--- src/sv/assert_macros.svh ---
`ifndef ASSERT_MACROS_SVH
`define ASSERT_MACROS_SVH

// Assertion checked at every clock edge outside reset.
`define PES_ASSERT(lbl, clk, rst, prop, msg) \
  lbl: assert property (@(posedge clk) disable iff (rst) (prop)) else $error(msg);

// Assertion whose consequent is checked in the cycle after its antecedent.
`define PES_ASSERT_NEXT(lbl, clk, rst, ante, cons, msg) \
  lbl: assert property (@(posedge clk) disable iff (rst) (ante) |=> (cons)) else $error(msg);

`endif

--- src/sv/pes_pkg.sv ---
`default_nettype none

package pes_pkg;

  localparam int MAX_ELEMENTS_DEFAULT = 64;

  localparam logic [63:0] SIGN64  = 64'h8000_0000_0000_0000;
  localparam logic [63:0] MAX_POS = 64'h7FFF_FFFF_FFFF_FFFF;
  localparam logic [63:0] ONE64   = 64'd1;

  typedef struct packed {
    logic signed [31:0] value;
    logic               last;
  } pes_in_t;

  typedef struct packed {
    logic signed [63:0] product;
    logic               last_result;
    logic               short_set;
    logic               dropped_extra;
  } pes_out_t;

  // Operand pairing for the shared multiplier.
  typedef enum logic [1:0] {
    MSEL_RUN_ELEM = 2'd0,
    MSEL_SUF_ELEM = 2'd1,
    MSEL_PRE_SUF  = 2'd2
  } pes_msel_t;

  typedef struct packed {
    logic      store;
    logic      fwd_init;
    logic      rd_fwd;
    logic      fwd_write;
    logic      bwd_init;
    logic      rd_bwd;
    logic      suf_write;
    logic      pre_write;
    logic      out_init;
    logic      rd_out;
    logic      out_load_full;
    logic      out_load_short;
    logic      end_run;
    logic      mul_start;
    pes_msel_t mul_sel;
  } pes_cmd_t;

  typedef struct packed {
    logic count_lt2;
    logic idx_end;
    logic idx_one;
    logic mul_done;
    logic out_free;
  } pes_status_t;

endpackage

`default_nettype wire

--- src/sv/pes_ctrl.sv ---
`default_nettype none
`include "assert_macros.svh"

module pes_ctrl
  import pes_pkg::*;
(
  input  logic        clk,
  input  logic        rst,
  input  logic        item_valid,
  input  logic        item_last,
  output logic        item_ready,
  input  pes_status_t status,
  output pes_cmd_t    cmd
);

  typedef enum logic [3:0] {
    S_LOAD,
    S_START,
    S_FWD_RD,
    S_FWD_MUL,
    S_FWD_WAIT,
    S_BWD_INIT,
    S_BWD_RD,
    S_BWD_MUL1,
    S_BWD_W1,
    S_BWD_MUL2,
    S_BWD_W2,
    S_OUT_INIT,
    S_OUT_RD,
    S_OUT_PUT,
    S_SHORT
  } state_t;

  state_t state;
  state_t state_next;

  assign item_ready = (state == S_LOAD);

  always_comb begin
    state_next = state;
    cmd        = '0;
    cmd.store  = item_valid && item_ready;
    case (state)
      S_LOAD: begin
        if (item_valid && item_last) begin
          state_next = S_START;
        end
      end
      S_START: begin
        if (status.count_lt2) begin
          state_next = S_SHORT;
        end else begin
          cmd.fwd_init = 1'b1;
          state_next   = S_FWD_RD;
        end
      end
      S_FWD_RD: begin
        cmd.rd_fwd = 1'b1;
        state_next = S_FWD_MUL;
      end
      S_FWD_MUL: begin
        cmd.mul_start = 1'b1;
        cmd.mul_sel   = MSEL_RUN_ELEM;
        state_next    = S_FWD_WAIT;
      end
      S_FWD_WAIT: begin
        if (status.mul_done) begin
          cmd.fwd_write = 1'b1;
          state_next    = status.idx_end ? S_BWD_INIT : S_FWD_RD;
        end
      end
      S_BWD_INIT: begin
        cmd.bwd_init = 1'b1;
        state_next   = S_BWD_RD;
      end
      S_BWD_RD: begin
        cmd.rd_bwd = 1'b1;
        state_next = S_BWD_MUL1;
      end
      S_BWD_MUL1: begin
        cmd.mul_start = 1'b1;
        cmd.mul_sel   = MSEL_SUF_ELEM;
        state_next    = S_BWD_W1;
      end
      S_BWD_W1: begin
        if (status.mul_done) begin
          cmd.suf_write = 1'b1;
          state_next    = S_BWD_MUL2;
        end
      end
      S_BWD_MUL2: begin
        cmd.mul_start = 1'b1;
        cmd.mul_sel   = MSEL_PRE_SUF;
        state_next    = S_BWD_W2;
      end
      S_BWD_W2: begin
        if (status.mul_done) begin
          cmd.pre_write = 1'b1;
          state_next    = status.idx_one ? S_OUT_INIT : S_BWD_RD;
        end
      end
      S_OUT_INIT: begin
        cmd.out_init = 1'b1;
        state_next   = S_OUT_RD;
      end
      S_OUT_RD: begin
        cmd.rd_out = 1'b1;
        state_next = S_OUT_PUT;
      end
      S_OUT_PUT: begin
        if (status.out_free) begin
          cmd.out_load_full = 1'b1;
          if (status.idx_end) begin
            cmd.end_run = 1'b1;
            state_next  = S_LOAD;
          end else begin
            state_next = S_OUT_RD;
          end
        end
      end
      S_SHORT: begin
        if (status.out_free) begin
          cmd.out_load_short = 1'b1;
          cmd.end_run        = 1'b1;
          state_next         = S_LOAD;
        end
      end
      default: begin
        state_next = S_LOAD;
      end
    endcase
  end

  always_ff @(posedge clk) begin
    if (rst) begin
      state <= S_LOAD;
    end else begin
      state <= state_next;
    end
  end

  `PES_ASSERT(a_done_in_wait, clk, rst, status.mul_done |-> (state == S_FWD_WAIT || state == S_BWD_W1 || state == S_BWD_W2), "multiplier result arrived outside a wait state")

endmodule

`default_nettype wire

--- config.mk ---
export PLATFORM = sky130hd
export DESIGN_NAME = pes_ctrl
export DESIGN_NICKNAME = d
export VERILOG_FILES = /design/src/sv/pes_pkg.sv /design/src/sv/pes_ctrl.sv
export VERILOG_INCLUDE_DIRS = /design/src /design/src/sv
export SDC_FILE = /design/constraint.sdc
export NUM_CORES = 1
export LEC_CHECK = 0
export ABC_AREA = 1
export BUFFER_PORTS_ARGS = -buffer_cell sky130_fd_sc_hd__buf_2
export CAP_MARGIN = 20
export CORE_UTILIZATION = 30
export CTS_BUF_LIST = sky130_fd_sc_hd__clkbuf_16
export DETAILED_ROUTE_END_ITERATION = 8
export PLACE_DENSITY = 0.64
export SETUP_SLACK_MARGIN = 0.3
export SLEW_MARGIN = 20
export SYNTH_ARGS = -nofsm -noshare
export SYNTH_HDL_FRONTEND = slang
export SYNTH_SLANG_ARGS = --single-unit
--- constraint.sdc ---
create_clock -name clk -period 1.7 [get_ports clk]
set_input_delay 0.17 -clock clk [delete_from_list [all_inputs] [get_ports clk]]
set_output_delay 0.17 -clock clk [all_outputs]
set_load 0.01 [all_outputs]
==> impl_metrics.tcl <==
set metrics [dict create \
    crit_required_ps 1530 \
    setup_viol 0 \
    syn_nets 118 \
    rr_worst_depth 10 \
    grt_pass1_vias 564 \
    status "complete, no violations" \
    critical_path_peak_fanout 4 \
    clk_latency_ps 220 \
    yosys.area_share.adder_pct 0 \
    dieArea_um2 1970 \
    largest_reg_flops 4 \
    rsz0062_at_grt "true" \
    max_freq_mhz 722 \
    r2r_slack_ps 420 \
    antenna_found_initial 0 \
    clkPwrFrac_pct 26.0 \
    yosysUniqueCellTypes 15 \
    cts_tree "yes" \
    holdPathEnd "state[1]$_SDFFE_PP0P_" \
    dr.pass1.iters 4 \
    wire_per_inst_um 9.79 \
    period_minus_slack_ps 1390 \
    power.density_nw_per_um2 1650 \
    grt_overflow_total 0 \
    crit_chain "inv_4 > nor2_4 > buf_4 > inv_1 > o22ai_1 > buf_2" \
    hold_violations 0 \
    postRouteAntennaNets 0 \
    slowest_delay_ps 370 \
    netSwitchingPower_uw 651 \
    avgSynthCellArea_um2 4.94 \
    place_congestion 0.874 \
    worst_pin_slew_ps 274 \
    die_w_um 44.4 \
    initial_core_util_pct 33.8 \
    p_leak_uw 0.000559 \
    p_int_uw 769 \
    ir_drop_v 0.000951 \
    netlist_area_um2 538 \
    final.setup_skew_ps 0.265 \
    maxSlewViolCount 0 \
    fin_crit_sh_pct 81.5 \
    min_path_type "input port to register" \
    portBuffers 25 \
    num_rows 14 \
    power_frac_seq_pct 15.3 \
    worst_slack_ps 314 \
    end_kind "output pin" \
    synth_seq_cells 4 \
    area_delta_synth_final_pct 59.8 \
    synth_xor_area_share_pct 0 \
    switching_share_pct 45.9 \
    grt_usage_pct 16.6 \
    clk_path_buf_depth 2 \
    cp.buffers_inverters 4 \
    drt-initial-drc-count 28 \
    netlist_top_cells_area "nand2_1 (24%), dfxtp_1 (15%), nor2_1 (13%)" \
    wirelength_um 1620 \
    ctsHoldBuffers 0 \
    synth_compound_area_share_pct 7.67 \
    synth.top_cell.area_share_pct 24.4 \
    crit_arrival_ps 1220 \
    drive_above_1_share_pct 42.6 \
    cpMaxStageDelayCell "dfxtp_4" \
    cts-htree-levels 1 \
    synth_simple_gate_area_share_pct 62.1 \
    cp_top_family "buffers and inverters" \
    cts_root_buf "clkbuf_16" \
    startpoint_type "register" \
    dp_hpwl_um 1210 \
    drc_errors 0 \
    tns_ps 0 \
    nFillCells 163 \
    vias 763 \
    fin_nets 152 \
    clock-sinks 4 \
    crit_type "register to output pin" \
    place_ws_ps 369 \
    cts_inserted_buffers 3 \
    hp-start "rst" \
    p_comb_share_pct 58.7 \
    coreArea_um2 1590 \
    slew_headroom_pct 81.7 \
    worstHoldPathCells 2 \
    top_regs "state x4" \
    worstReg2RegStart "state[0]$_SDFFE_PP0P_" \
    synth_top_family_by_area "simple AND/OR/NAND/NOR gates" \
    ys.warnings.count 0 \
    grt_max_degree 8 \
    r2r-end "state[3]$_SDFFE_PP0P_" \
    muxShareOfSynthArea_pct 0 \
    synth_seq_area_share_pct 14.9 \
    synth.largest_area_cell "nand2_1" \
    finish.utilization_pct 53.9 \
    via_per_inst 4.62 \
    largest-register "state" \
    dieHeight_um 44.4 \
    n_antenna_cell 0 \
    grt_pass1_wl_um 2410 \
    io_pins 26 \
    path_clk_slew_ps 30 \
    synth_cells 109 \
    max-cap-violations 0 \
]
[area by class of cell]
| type | count | area [um2] | share of cell area (%) |
|---|---|---|---|
| clock buffer | 3 | 75.1 | 8.73 |
| timing repair buffer | 29 | 159 | 18.5 |
| inverter | 22 | 87.6 | 10.2 |
| sequential | 4 | 92.6 | 10.8 |
| multi-input combinational | 83 | 415 | 48.3 |
| tap | 24 | 30.0 | 3.49 |
[power by group through the flow]
stage / Combinational (uW) / Sequential (uW) / Clock [uW]
finish: 834 / 218 / 369
global route: 920 / 223 / 382
CTS: 759 / 192 / 378
detailed placement: 708 / 180 / 0
global placement: 713 / 177 / 0
floorplan: 536 / 171 / 0
[logic make-up after synthesis]
logic type,count (synthesis)
buffers and inverters,22
flip-flops,4
AO/OA/AOI/OAI,8
AND/OR/NAND/NOR,75
[through the flow]
step	total power, uW	hold WS (ps)	area, um2	std cells
after floorplan	707	239	538	109
after global placement	890	381	693	158
after detailed placement	889	381	693	158
after CTS	1330	137	796	163
after global routing	1530	155	860	165
final	1420	139	860	165
[placed cells by master (no fill, tap or decap), types with 3 or more instances in the layout]
| master | n |
|---|---|
| a21oi_1 | 4 |
| buf_2 | 25 |
| buf_4 | 3 |
| clkbuf_16 | 3 |
| dfxtp_4 | 3 |
| inv_1 | 17 |
| inv_2 | 3 |
| nand2_1 | 32 |
| nand2_2 | 9 |
| nand3_1 | 7 |
| nor2_1 | 16 |
| nor2_2 | 3 |
| nor2_4 | 5 |
[worst register-to-register path, delay by kind of cell, from the launching register on]
kind            cells  cell delay [ps]
simple gates        6              520
buf+inv             3              200
compound gates      1              120
flops               1              370
[cell usage after synthesis]
master and instances:
a21oi_1 4, and3_1 1, dfxtp_1 4, inv_1 18
inv_2 4, nand2_1 35, nand2_2 7, nand3_1 7
nand3_2 1, nor2_1 19, nor2_2 4, nor2_4 1
o21ai_0 2, o21ai_1 1, o22ai_1 1
[layer usage]
metal  up-vias  GRT usage [%]  share of wire (%)
met5         -              0                  0
met4         0           9.09                1.5
met3         4           1.22                5.1
met2        25           26.5                 51
met1       340           22.2                 42
li1        394              -                  -
[worst max-delay path by stage]
stage	startpoint	endpoint	slack, ps	cells past startpoint
floorplan	state[3]$_SDFFE_PP0P_	cmd[3]	460	6
global placement	state[3]$_SDFFE_PP0P_	state[3]$_SDFFE_PP0P_	370	7
detailed placement	state[3]$_SDFFE_PP0P_	state[3]$_SDFFE_PP0P_	370	7
CTS	state[3]$_SDFFE_PP0P_	cmd[14]	290	4
global route	state[3]$_SDFFE_PP0P_	cmd[3]	240	7
finish	state[0]$_SDFFE_PP0P_	cmd[2]	310	6
[what timing repair did]
item                                    in CTS  in global routing
endpoints found under the setup margin      12                 16
buffers inserted                             2                  2
gates resized for setup                      7                 16
pin swaps                                    1                  4
(Power assumes the default switching activity.)
